==> src/rtl/suv_pkg.sv <==
// ----------------------------------------------------------------------------
// Streaming UTF-8 validator package
// Shared types, codes and decoding constants for the validator core.
// ----------------------------------------------------------------------------
`timescale 1ns / 1ps
`default_nettype none

package suv_pkg;

    typedef enum logic [1:0] {
        MODE_DATA  = 2'd0,
        MODE_END   = 2'd1,
        MODE_BEGIN = 2'd2
    } mode_t;

    typedef enum logic [2:0] {
        ST_OK         = 3'd0,
        ST_NOT_ACTIVE = 3'd1,
        ST_TOO_LARGE  = 3'd2,
        ST_INVALID    = 3'd3,
        ST_INCOMPLETE = 3'd4
    } status_t;

    typedef enum logic [1:0] {
        FAULT_NONE    = 2'd0,
        FAULT_INVALID = 2'd1,
        FAULT_LARGE   = 2'd2
    } fault_t;

    localparam int CP_W    = 21;
    localparam int MIN_W   = 17;
    localparam int FIELD_W = 32;

    localparam logic [FIELD_W-1:0] MAX_BYTES_RESET = 32'd67108864;

    localparam logic [7:0] ASCII_HIGH = 8'h7F;
    localparam logic [7:0] LEAD2_LOW  = 8'hC2;
    localparam logic [7:0] LEAD2_HIGH = 8'hDF;
    localparam logic [7:0] LEAD3_LOW  = 8'hE0;
    localparam logic [7:0] LEAD3_HIGH = 8'hEF;
    localparam logic [7:0] LEAD4_LOW  = 8'hF0;
    localparam logic [7:0] LEAD4_HIGH = 8'hF4;

    localparam logic [MIN_W-1:0] MIN2 = 17'h00080;
    localparam logic [MIN_W-1:0] MIN3 = 17'h00800;
    localparam logic [MIN_W-1:0] MIN4 = 17'h10000;

    localparam logic [CP_W-1:0] CP_MAX    = 21'h10FFFF;
    localparam logic [CP_W-1:0] SURR_LOW  = 21'h00D800;
    localparam logic [CP_W-1:0] SURR_HIGH = 21'h00DFFF;

    typedef struct packed {
        logic [1:0] mode;
        logic [7:0] data_byte;
        logic       last_in_chunk;
    } item_t;

    typedef struct packed {
        status_t            status;
        logic [FIELD_W-1:0] complete_length;
        logic [FIELD_W-1:0] total_length;
        logic [1:0]         pending_bytes;
    } result_t;

    // Outcome of decoding one byte against the partial character state.
    typedef struct packed {
        logic             err;
        logic             done;
        logic [1:0]       pending;
        logic [CP_W-1:0]  codepoint;
        logic [MIN_W-1:0] minimum;
    } dec_t;

endpackage

`default_nettype wire

==> src/rtl/suv_if.sv <==
// ----------------------------------------------------------------------------
// Streaming UTF-8 validator channels
// Valid/ready interfaces for the byte items, the results and the limit write.
// ----------------------------------------------------------------------------
`timescale 1ns / 1ps
`default_nettype none

interface suv_in_if;
    logic       valid;
    logic       ready;
    logic [1:0] mode;
    logic [7:0] data_byte;
    logic       last_in_chunk;

    modport source (output valid, output mode, output data_byte, output last_in_chunk,
                    input ready);
    modport sink   (input valid, input mode, input data_byte, input last_in_chunk,
                    output ready);
endinterface

interface suv_out_if;
    logic        valid;
    logic        ready;
    logic [2:0]  status;
    logic [31:0] complete_length;
    logic [31:0] total_length;
    logic [1:0]  pending_bytes;

    modport source (output valid, output status, output complete_length,
                    output total_length, output pending_bytes, input ready);
    modport sink   (input valid, input status, input complete_length,
                    input total_length, input pending_bytes, output ready);
endinterface

interface suv_cfg_if;
    logic        valid;
    logic        ready;
    logic [31:0] max_stream_bytes;

    modport source (output valid, output max_stream_bytes, input ready);
    modport sink   (input valid, input max_stream_bytes, output ready);
endinterface

`default_nettype wire

==> src/rtl/suv_decode.sv <==
// ----------------------------------------------------------------------------
// UTF-8 byte decoder
// Advances the partial character state by one byte and flags broken input.
// ----------------------------------------------------------------------------
`timescale 1ns / 1ps
`default_nettype none

module suv_decode (
    input  wire logic [1:0]               pending,
    input  wire logic [suv_pkg::CP_W-1:0]  codepoint,
    input  wire logic [suv_pkg::MIN_W-1:0] minimum,
    input  wire logic [7:0]               data_byte,
    output suv_pkg::dec_t                 dec
);

    logic [suv_pkg::CP_W-1:0] cp_shift;
    logic [1:0]               pend_dec;
    logic [suv_pkg::CP_W-1:0] min_ext;

    assign cp_shift = {codepoint[suv_pkg::CP_W-7:0], data_byte[5:0]};
    assign pend_dec = pending - 2'd1;
    assign min_ext  = {{(suv_pkg::CP_W-suv_pkg::MIN_W){1'b0}}, minimum};

    always_comb
    begin
        dec.err       = 1'b0;
        dec.done      = 1'b0;
        dec.pending   = pending;
        dec.codepoint = codepoint;
        dec.minimum   = minimum;

        if (pending == 2'd0)
        begin
            if (data_byte <= suv_pkg::ASCII_HIGH)
            begin
                dec.done = 1'b1;
            end
            else if (data_byte inside {[suv_pkg::LEAD2_LOW:suv_pkg::LEAD2_HIGH]})
            begin
                dec.pending   = 2'd1;
                dec.codepoint = {16'd0, data_byte[4:0]};
                dec.minimum   = suv_pkg::MIN2;
            end
            else if (data_byte inside {[suv_pkg::LEAD3_LOW:suv_pkg::LEAD3_HIGH]})
            begin
                dec.pending   = 2'd2;
                dec.codepoint = {17'd0, data_byte[3:0]};
                dec.minimum   = suv_pkg::MIN3;
            end
            else if (data_byte inside {[suv_pkg::LEAD4_LOW:suv_pkg::LEAD4_HIGH]})
            begin
                dec.pending   = 2'd3;
                dec.codepoint = {18'd0, data_byte[2:0]};
                dec.minimum   = suv_pkg::MIN4;
            end
            else
            begin
                dec.err = 1'b1;
            end
        end
        else if (data_byte[7:6] != 2'b10)
        begin
            dec.err = 1'b1;
        end
        else
        begin
            dec.codepoint = cp_shift;
            dec.pending   = pend_dec;
            // The last continuation byte completes the character: check its range.
            if (pend_dec == 2'd0)
            begin
                if (cp_shift < min_ext || cp_shift > suv_pkg::CP_MAX ||
                    (cp_shift >= suv_pkg::SURR_LOW && cp_shift <= suv_pkg::SURR_HIGH))
                begin
                    dec.err = 1'b1;
                end
                else
                begin
                    dec.done = 1'b1;
                end
            end
        end
    end

endmodule

`default_nettype wire

==> src/rtl/suv_stream.sv <==
// ----------------------------------------------------------------------------
// Stream state tracker
// Holds the committed and in-chunk stream state and forms the result.
// ----------------------------------------------------------------------------
`timescale 1ns / 1ps
`default_nettype none

module suv_stream #(
    parameter int LENGTH_BITS = 32
) (
    input  wire logic                         clk,
    input  wire logic                         rst_n,
    input  wire logic                         advance,
    input  wire suv_pkg::item_t               item,
    input  wire logic [suv_pkg::FIELD_W-1:0]  max_stream_bytes,
    output logic                              res_valid,
    output suv_pkg::result_t                  res
);

    localparam int CMP_W = (LENGTH_BITS > suv_pkg::FIELD_W) ? LENGTH_BITS : suv_pkg::FIELD_W;

    logic                       open_reg, open_next;
    logic [1:0]                 saved_pending_reg, saved_pending_next;
    logic [suv_pkg::CP_W-1:0]   saved_cp_reg, saved_cp_next;
    logic [suv_pkg::MIN_W-1:0]  saved_min_reg, saved_min_next;
    logic [LENGTH_BITS-1:0]     saved_complete_reg, saved_complete_next;
    logic [LENGTH_BITS-1:0]     saved_total_reg, saved_total_next;
    logic [1:0]                 work_pending_reg, work_pending_next;
    logic [suv_pkg::CP_W-1:0]   work_cp_reg, work_cp_next;
    logic [suv_pkg::MIN_W-1:0]  work_min_reg, work_min_next;
    logic [LENGTH_BITS-1:0]     work_complete_reg, work_complete_next;
    logic [LENGTH_BITS-1:0]     work_total_reg, work_total_next;
    suv_pkg::fault_t            fault_reg, fault_next;

    logic [1:0]                 w_pending;
    logic [suv_pkg::CP_W-1:0]   w_cp;
    logic [suv_pkg::MIN_W-1:0]  w_min;
    logic [LENGTH_BITS-1:0]     w_complete;
    logic [LENGTH_BITS-1:0]     w_total;
    suv_pkg::fault_t            w_fault;

    logic [LENGTH_BITS-1:0]     total_inc;
    logic                       limit_hit;
    logic                       restart;
    suv_pkg::status_t           status;
    suv_pkg::dec_t              dec;

    suv_decode u_decode (
        .pending   (work_pending_reg),
        .codepoint (work_cp_reg),
        .minimum   (work_min_reg),
        .data_byte (item.data_byte),
        .dec       (dec)
    );

    assign total_inc = work_total_reg + {{(LENGTH_BITS-1){1'b0}}, 1'b1};
    assign limit_hit = (CMP_W'(work_total_reg) >= CMP_W'(max_stream_bytes)) ||
                       (work_total_reg == {LENGTH_BITS{1'b1}});

    always_comb
    begin
        open_next           = open_reg;
        saved_pending_next  = saved_pending_reg;
        saved_cp_next       = saved_cp_reg;
        saved_min_next      = saved_min_reg;
        saved_complete_next = saved_complete_reg;
        saved_total_next    = saved_total_reg;
        work_pending_next   = work_pending_reg;
        work_cp_next        = work_cp_reg;
        work_min_next       = work_min_reg;
        work_complete_next  = work_complete_reg;
        work_total_next     = work_total_reg;
        fault_next          = fault_reg;
        restart             = 1'b0;
        res_valid           = 1'b0;
        status              = suv_pkg::ST_OK;

        w_pending  = work_pending_reg;
        w_cp       = work_cp_reg;
        w_min      = work_min_reg;
        w_complete = work_complete_reg;
        w_total    = work_total_reg;
        w_fault    = fault_reg;

        case (suv_pkg::mode_t'(item.mode))
            suv_pkg::MODE_BEGIN:
            begin
                open_next           = 1'b1;
                saved_pending_next  = '0;
                saved_cp_next       = '0;
                saved_min_next      = '0;
                saved_complete_next = '0;
                saved_total_next    = '0;
                restart             = 1'b1;
                res_valid           = 1'b1;
            end
            suv_pkg::MODE_END:
            begin
                restart   = 1'b1;
                res_valid = 1'b1;
                if (!open_reg)
                begin
                    status = suv_pkg::ST_NOT_ACTIVE;
                end
                else if (saved_pending_reg != 2'd0)
                begin
                    status = suv_pkg::ST_INCOMPLETE;
                end
                else
                begin
                    open_next = 1'b0;
                end
            end
            suv_pkg::MODE_DATA:
            begin
                if (!open_reg)
                begin
                    restart   = 1'b1;
                    res_valid = item.last_in_chunk;
                    status    = suv_pkg::ST_NOT_ACTIVE;
                end
                else
                begin
                    // Once too large, the rest of the chunk is neither decoded nor counted.
                    if (fault_reg != suv_pkg::FAULT_LARGE)
                    begin
                        if (limit_hit)
                        begin
                            w_fault = suv_pkg::FAULT_LARGE;
                        end
                        else
                        begin
                            w_total = total_inc;
                            if (fault_reg == suv_pkg::FAULT_NONE)
                            begin
                                if (dec.err)
                                begin
                                    w_fault = suv_pkg::FAULT_INVALID;
                                end
                                else
                                begin
                                    w_pending = dec.pending;
                                    w_cp      = dec.codepoint;
                                    w_min     = dec.minimum;
                                    if (dec.done)
                                    begin
                                        w_complete = total_inc;
                                    end
                                end
                            end
                        end
                    end

                    if (item.last_in_chunk)
                    begin
                        res_valid = 1'b1;
                        restart   = 1'b1;
                        if (w_fault == suv_pkg::FAULT_NONE)
                        begin
                            saved_pending_next  = w_pending;
                            saved_cp_next       = w_cp;
                            saved_min_next      = w_min;
                            saved_complete_next = w_complete;
                            saved_total_next    = w_total;
                        end
                        else if (w_fault == suv_pkg::FAULT_LARGE)
                        begin
                            status = suv_pkg::ST_TOO_LARGE;
                        end
                        else
                        begin
                            status = suv_pkg::ST_INVALID;
                        end
                    end
                    else
                    begin
                        work_pending_next  = w_pending;
                        work_cp_next       = w_cp;
                        work_min_next      = w_min;
                        work_complete_next = w_complete;
                        work_total_next    = w_total;
                        fault_next         = w_fault;
                    end
                end
            end
            default:
            begin
                res_valid = 1'b0;
            end
        endcase

        // A new chunk always starts from the committed state.
        if (restart)
        begin
            work_pending_next  = saved_pending_next;
            work_cp_next       = saved_cp_next;
            work_min_next      = saved_min_next;
            work_complete_next = saved_complete_next;
            work_total_next    = saved_total_next;
            fault_next         = suv_pkg::FAULT_NONE;
        end

        res.status          = status;
        res.complete_length = suv_pkg::FIELD_W'(saved_complete_next);
        res.total_length    = suv_pkg::FIELD_W'(saved_total_next);
        res.pending_bytes   = saved_pending_next;
    end

    always_ff @(posedge clk or negedge rst_n)
    begin
        if (!rst_n)
        begin
            open_reg           <= 1'b0;
            saved_pending_reg  <= '0;
            saved_cp_reg       <= '0;
            saved_min_reg      <= '0;
            saved_complete_reg <= '0;
            saved_total_reg    <= '0;
            work_pending_reg   <= '0;
            work_cp_reg        <= '0;
            work_min_reg       <= '0;
            work_complete_reg  <= '0;
            work_total_reg     <= '0;
            fault_reg          <= suv_pkg::FAULT_NONE;
        end
        else if (advance)
        begin
            open_reg           <= open_next;
            saved_pending_reg  <= saved_pending_next;
            saved_cp_reg       <= saved_cp_next;
            saved_min_reg      <= saved_min_next;
            saved_complete_reg <= saved_complete_next;
            saved_total_reg    <= saved_total_next;
            work_pending_reg   <= work_pending_next;
            work_cp_reg        <= work_cp_next;
            work_min_reg       <= work_min_next;
            work_complete_reg  <= work_complete_next;
            work_total_reg     <= work_total_next;
            fault_reg          <= fault_next;
        end
    end

endmodule

`default_nettype wire

==> src/rtl/streaming_utf8_validator_core.sv <==
// ----------------------------------------------------------------------------
// Streaming UTF-8 validator core
// Checks a chunked UTF-8 byte stream one byte per transaction and reports
// the committed lengths at each chunk end, begin and end of stream.
// ----------------------------------------------------------------------------
//  Channel  Role   Payload
//  item     sink   mode, data_byte, last_in_chunk
//  result   source status, complete_length, total_length, pending_bytes
//  cfg      sink   max_stream_bytes (always ready)
//
//  One item is taken every cycle unless the input register holds an item
//  that gives a result while the output register is full; the item waits in
//  the input register and its result then waits in the output register.
//  The state update between those two registers is combinational.
//  Reset clears the stream state and loads the size limit with 64 MiB.
//  While a result waits untaken, only an item that gives a result is held in
//  the input register; bytes inside a chunk keep flowing.
// ----------------------------------------------------------------------------
`timescale 1ns / 1ps
`default_nettype none

module streaming_utf8_validator_core #(
    parameter int LENGTH_BITS = 32
) (
    input  wire logic  clk,
    input  wire logic  rst_n,
    suv_in_if.sink     item,
    suv_out_if.source  result,
    suv_cfg_if.sink    cfg
);

    logic                            s1_valid_reg, s1_valid_next;
    suv_pkg::item_t                  s1_item_reg;
    logic                            out_valid_reg, out_valid_next;
    suv_pkg::result_t                out_data_reg;
    logic [suv_pkg::FIELD_W-1:0]     max_reg;

    logic                            advance;
    logic                            out_free;
    logic                            res_valid;
    suv_pkg::result_t                res;

    suv_stream #(
        .LENGTH_BITS (LENGTH_BITS)
    ) u_stream (
        .clk              (clk),
        .rst_n            (rst_n),
        .advance          (advance),
        .item             (s1_item_reg),
        .max_stream_bytes (max_reg),
        .res_valid        (res_valid),
        .res              (res)
    );

    assign out_free   = !out_valid_reg || result.ready;
    assign advance    = s1_valid_reg && (!res_valid || out_free);
    assign item.ready = !s1_valid_reg || advance;
    assign cfg.ready  = 1'b1;

    assign s1_valid_next  = item.valid ? 1'b1 : (s1_valid_reg && !advance);
    assign out_valid_next = (advance && res_valid) ? 1'b1 : (out_valid_reg && !result.ready);

    assign result.valid           = out_valid_reg;
    assign result.status          = out_data_reg.status;
    assign result.complete_length = out_data_reg.complete_length;
    assign result.total_length    = out_data_reg.total_length;
    assign result.pending_bytes   = out_data_reg.pending_bytes;

    always_ff @(posedge clk or negedge rst_n)
    begin
        if (!rst_n)
        begin
            s1_valid_reg  <= 1'b0;
            out_valid_reg <= 1'b0;
            max_reg       <= suv_pkg::MAX_BYTES_RESET;
        end
        else
        begin
            if (item.ready)
            begin
                s1_valid_reg <= s1_valid_next;
            end
            out_valid_reg <= out_valid_next;
            if (cfg.valid)
            begin
                max_reg <= cfg.max_stream_bytes;
            end
        end
    end

    always_ff @(posedge clk)
    begin
        if (item.valid && item.ready)
        begin
            s1_item_reg.mode          <= item.mode;
            s1_item_reg.data_byte     <= item.data_byte;
            s1_item_reg.last_in_chunk <= item.last_in_chunk;
        end
        if (advance && res_valid)
        begin
            out_data_reg <= res;
        end
    end

    // The input register only stalls behind an untaken result.
    a_stall_cause: assert property (@(posedge clk) disable iff (!rst_n)
        (s1_valid_reg && !advance) |-> (out_valid_reg && !result.ready))
        else $error("input register stalled with the output register free");

    // An incomplete-at-end report always carries outstanding continuation bytes.
    a_incomplete_pending: assert property (@(posedge clk) disable iff (!rst_n)
        (result.valid && result.status == suv_pkg::ST_INCOMPLETE) |->
        (result.pending_bytes != 2'd0))
        else $error("incomplete status with no pending bytes");

    // A begin transaction reports a cleared stream.
    a_begin_clears: assert property (@(posedge clk) disable iff (!rst_n)
        (advance && s1_item_reg.mode == suv_pkg::MODE_BEGIN) |=>
        (result.valid && result.status == suv_pkg::ST_OK && result.total_length == 32'd0 &&
         result.complete_length == 32'd0 && result.pending_bytes == 2'd0))
        else $error("begin result does not show a cleared stream");

endmodule

`default_nettype wire

==> src/flat_wrapper.sv <==
// flat-port wrapper written by rule: the top's interface ports become plain ports
module streaming_utf8_validator_core_flat 
#(
    parameter int LENGTH_BITS = 32
)
  (clk, rst_n, item_valid, item_mode, item_data_byte, item_last_in_chunk, item_ready, result_valid, result_status, result_complete_length, result_total_length, result_pending_bytes, result_ready, cfg_valid, cfg_max_stream_bytes, cfg_ready);
  suv_in_if item_i ();
  suv_out_if result_i ();
  suv_cfg_if cfg_i ();
  input  wire logic clk;
  input  wire logic rst_n;
  input wire logic [$bits(item_i.valid)-1:0] item_valid;
  input wire logic [$bits(item_i.mode)-1:0] item_mode;
  input wire logic [$bits(item_i.data_byte)-1:0] item_data_byte;
  input wire logic [$bits(item_i.last_in_chunk)-1:0] item_last_in_chunk;
  output wire logic [$bits(item_i.ready)-1:0] item_ready;
  output wire logic [$bits(result_i.valid)-1:0] result_valid;
  output wire logic [$bits(result_i.status)-1:0] result_status;
  output wire logic [$bits(result_i.complete_length)-1:0] result_complete_length;
  output wire logic [$bits(result_i.total_length)-1:0] result_total_length;
  output wire logic [$bits(result_i.pending_bytes)-1:0] result_pending_bytes;
  input wire logic [$bits(result_i.ready)-1:0] result_ready;
  input wire logic [$bits(cfg_i.valid)-1:0] cfg_valid;
  input wire logic [$bits(cfg_i.max_stream_bytes)-1:0] cfg_max_stream_bytes;
  output wire logic [$bits(cfg_i.ready)-1:0] cfg_ready;
  assign item_i.valid = item_valid;
  assign item_i.mode = item_mode;
  assign item_i.data_byte = item_data_byte;
  assign item_i.last_in_chunk = item_last_in_chunk;
  assign item_ready = item_i.ready;
  assign result_valid = result_i.valid;
  assign result_status = result_i.status;
  assign result_complete_length = result_i.complete_length;
  assign result_total_length = result_i.total_length;
  assign result_pending_bytes = result_i.pending_bytes;
  assign result_i.ready = result_ready;
  assign cfg_i.valid = cfg_valid;
  assign cfg_i.max_stream_bytes = cfg_max_stream_bytes;
  assign cfg_ready = cfg_i.ready;
  streaming_utf8_validator_core #(.LENGTH_BITS(LENGTH_BITS)) u_core (.clk(clk), .rst_n(rst_n), .item(item_i), .result(result_i), .cfg(cfg_i));
endmodule
==> config.mk <==
export PLATFORM = sky130hd
export DESIGN_NAME = streaming_utf8_validator_core_flat
export DESIGN_NICKNAME = d
export VERILOG_FILES = /design/src/rtl/suv_pkg.sv /design/src/rtl/suv_if.sv /design/src/rtl/suv_decode.sv /design/src/rtl/suv_stream.sv /design/src/rtl/streaming_utf8_validator_core.sv /design/src/flat_wrapper.sv
export SDC_FILE = /design/constraint.sdc
export NUM_CORES = 1
export LEC_CHECK = 0
export ABC_AREA = 1
export BUFFER_PORTS_ARGS = -buffer_cell sky130_fd_sc_hd__buf_2
export CAP_MARGIN = 15
export CELL_PAD_IN_SITES_DETAIL_PLACEMENT = 1
export CELL_PAD_IN_SITES_GLOBAL_PLACEMENT = 2
export CORE_MARGIN = 5
export CORE_UTILIZATION = 38
export CTS_CLUSTER_SIZE = 40
export DETAILED_ROUTE_END_ITERATION = 8
export GPL_TIMING_DRIVEN = 0
export HOLD_SLACK_MARGIN = 0.03
export PLACE_DENSITY = 0.93
export SYNTH_ARGS = -nofsm -noshare
export SYNTH_HDL_FRONTEND = slang
export SYNTH_SLANG_ARGS = --single-unit
==> constraint.sdc <==
create_clock -name clk -period 5.75 [get_ports clk]
set_clock_uncertainty 0.15 [all_clocks]
set_input_delay 0.2875 -clock clk [delete_from_list [all_inputs] [get_ports clk]]
set_output_delay 0.2875 -clock clk [all_outputs]
set_load 0.02 [all_outputs]
==> out/qor.csv <==
stage;metric;value;unit
finish;layout_common_cells;nand2_1, inv_1, dfrtp_1;
worst_setup_path;setup.worst_path.class;reg -> reg;
finish;syn2layout_area_growth;18.3;%
synthesis;synth_warnings;0;
placed_design;globalplace.congestion;0.922;
die;die_area;52900;sq um
worst_setup_path;worstPathArrival;4.42;ns
worst_setup_path;cp.required;5.85;ns
timing;timing.slew.headroom;35.5;%
synthesis;ys_types;53;
drt;vias;17900;
grt;overflow;0;
timing;fmax;231;MHz
cts;ctsResizeCount;0;
die;core;47800;sq um
die;start_util;38.5;%
finish;stdcell_area;21800;sq um
worst_setup_path;critPathBufInv;2;
drt;avgRoutedWirePerCell;19.9;microns
cts;cts_buffers;40;
worst_setup_path;critPathCaptureType;flop;
synthesis;async_reset_ff_share;74.4;%
worst_setup_path;crit_family;simple AND/OR/NAND/NOR gates;
cts;cts_setup_buffers;0;
synthesis;syn_avg_cell_area;7.12;sq um
synthesis;ys_seq_area_share;44.7;%
drt;vias_per_cell;5.21;
drt;first_pass_iters;5;
die;ioPinCount;120;
cts;htree_levels;2;
synthesis;synthFlopType;dfrtp_1;
synthesis;synthesis.nets;2690;
grt;grt_use_total;25.5;%
timing;fin_setup_tns;0;ns
cts;cts-hold-fix-buffers;48;
timing;fin_crit_sh;75.2;%
power;p_leak;10.9;nW
synthesis;ys_ff_latch;313;
run_status;status;complete, no violations;
timing;hold_violations;0;
finish;final_util;45.5;%
power;power_frac_clock;25.7;%
synthesis;synthCells;2586;
timing;setup_viol;0;
flow_run;drv_cap;0;
power;power_density;497;nW/um^2
grt;grt_pass1_vias;18800;
timing;rsz0062_at_grt;false;
timing;drv_slew;0;
placed_design;dp_cells;3322;
worst_setup_path;worstSetupStartpointType;flop;
drt;first_iter_violations;1071;
synthesis;synth-edff-count;80;
die;chipHeight;230;microns
finish;n_antenna_cell;0;
power;vdd_ir_drop_max;0.280;mV
synthesis;synth_area_leader_cell;dfrtp_1;
finish;final_common_cell;nand2_1;
placed_design;placed_area;19900;sq um
placed_design;dp_hpwl;50.2;mm
drt;drtAntennaViolNets;0;
grt;grt_max_degree;104;
finish;drive_above_1_share;9.05;%
cts;cts_tree;done;
grt;grt_pass1_wl;107;mm
die;row_count;80;
worst_setup_path;crit_path_max_fanout;10;
power;p_comb_share;42.3;%
finish;fin_cells;3444;
grt;antenna_found_initial;1;
timing;tightest_slew;0.964;ns
timing;post-route-min-period;4.32;ns
power;swShare;44.6;%
cts;root_buffer;clkbuf_16;
cts;clk_latency;0.58;ns
cts;clkTransAtPathRegs;0.06;ns
worst_setup_path;path_cells;ha_1 > a21oi_1 > o21a_1 > nand2_1 > a21oi_1 > nand4_2 > nor2_2 > nand3_2 > nor2_4 > buf_4 > buf_2 > nand2_1 > nand2_1 > a21boi_0;
synthesis;syn_area;18400;sq um
worst_setup_path;cp_common_cell;nand2_1;
power;power_frac_seq;32.0;%
power;p_int;5.99;mW
power;p_switching;4.83;mW
synthesis;yosys.area.top_type_share;31.5;%
finish;nets;2901;
worst_setup_path;slowest_stage;dfrtp_1;
cts;clock_path_buffers;3;
synthesis;synth_area_leaders;dfrtp_1, nand2_1, edfxtp_1, inv_1, ha_1;
worst_hold_path;hold_class;in -> async;
drt;drc;0;
drt;routed_wirelength;68.6;mm
cts;cts.sinks;313;
placed_design;io_buffers;117;
die;die_x;230;microns
worst_setup_path;slowest_delay;0.61;ns
==> synthesized netlist by cell type (2+ instances only) <==
master       n
o21ai_1     14
a21oi_1    107
ha_1        56
a31oi_1      3
o22ai_1     66
buf_4        8
xor2_1      28
inv_1      345
nor2b_1      2
clkbuf_1    64
nor2_1      59
nand4_1     13
nor3_2       2
nor2_2       4
nand4_2      2
buf_1       19
a21o_1       3
a21boi_0     3
nand3_1    117
nor3_1      22
nand2_2      2
inv_2        5
buf_6        2
buf_2       23
dfrtp_1    232
nand2_1   1140
edfxtp_1    80
nand3_2      2
nor3b_1      2
o211ai_1     6
o21ai_0    126
nor4_1       4
or2_2        5
==> logic make-up after synthesis <==
kind of cell,count (synthesis),synth area share [%]
compound gates,336,10.0
xor+xnor,29,1.38
fa+ha+maj,56,3.81
buf+inv,468,9.96
flops,313,44.7
mux,1,0.0612
other cells,1,0.0204
simple gates,1382,30.0
==> per-layer routing <==
| layer | global-route usage [%] | vias to the layer above | share of wire [%] |
|---|---|---|---|
| met5 | 0 | - | 0 |
| met4 | 8.05 | 0 | 3.1 |
| met3 | 2.75 | 105 | 3.5 |
| met2 | 45.0 | 357 | 50 |
| met1 | 33.1 | 8923 | 44 |
| li1 | - | 8559 | - |
==> worst reg2reg max path, delay by kind of cell (launching register included) <==
kind,cells,cell delay (ns)
compound gates,4,0.77
fa+ha+maj,1,0.32
buf+inv,2,0.66
flops,1,0.61
simple gates,7,1.49
==> metrics by stage <==
step | setup slack (ns) | power, mW | hold slack [ns]
floorplan | 2.12 | 6.37 | -0.158
global placement | -0.373 | 7.73 | 0.312
detailed placement | 1.53 | 7.96 | 0.0574
CTS | 1.49 | 10.8 | 0.0418
global route | 1.24 | 11.6 | 0.0861
finish | 1.43 | 10.8 | 0.0426
==> cell type report <==
class | instances | area (sq um)
sequential | 313 | 8230
timing repair buffer | 169 | 1170
clock inverter | 31 | 400
buffer | 116 | 509
inverter | 352 | 1330
clock buffer | 43 | 1030
fill | 6061 | 26100
tap | 615 | 769
multi-input combinational | 1805 | 8340
==> path summary, 6_finish.rpt <==
kind                                                     from  slack, ns                                 to  cells after the start
min in group clk                                    cfg_valid       0.10                 u_core.max_reg[31]                      2
max in group asynchronous                               rst_n       4.02  u_core.u_stream.saved_min_reg[15]                      4
min                                                     rst_n       0.04                 u_core.max_reg[25]                      2
max                        u_core.u_stream.work_total_reg[29]       1.43     u_core.result.total_length[11]                     14
max reg2reg                u_core.u_stream.work_total_reg[29]       1.43     u_core.result.total_length[11]                     14
min reg2reg                 u_core.u_stream.saved_min_reg[12]       0.33  u_core.u_stream.saved_min_reg[12]                      2
==> power groups by stage <==
| stage | clock network (mW) | logic [mW] | registers, mW |
|---|---|---|---|
| 6_report | 2.78 | 4.58 | 3.46 |
| 5_1_grt | 2.92 | 5.14 | 3.51 |
| 4_1_cts | 2.83 | 4.55 | 3.45 |
| 3_5_place_dp | 0 | 4.48 | 3.48 |
| 3_3_place_gp | 0 | 4.28 | 3.46 |
| 2_1_floorplan | 0 | 3.01 | 3.36 |
No activity file was read; power rests on OpenSTA's default activity.
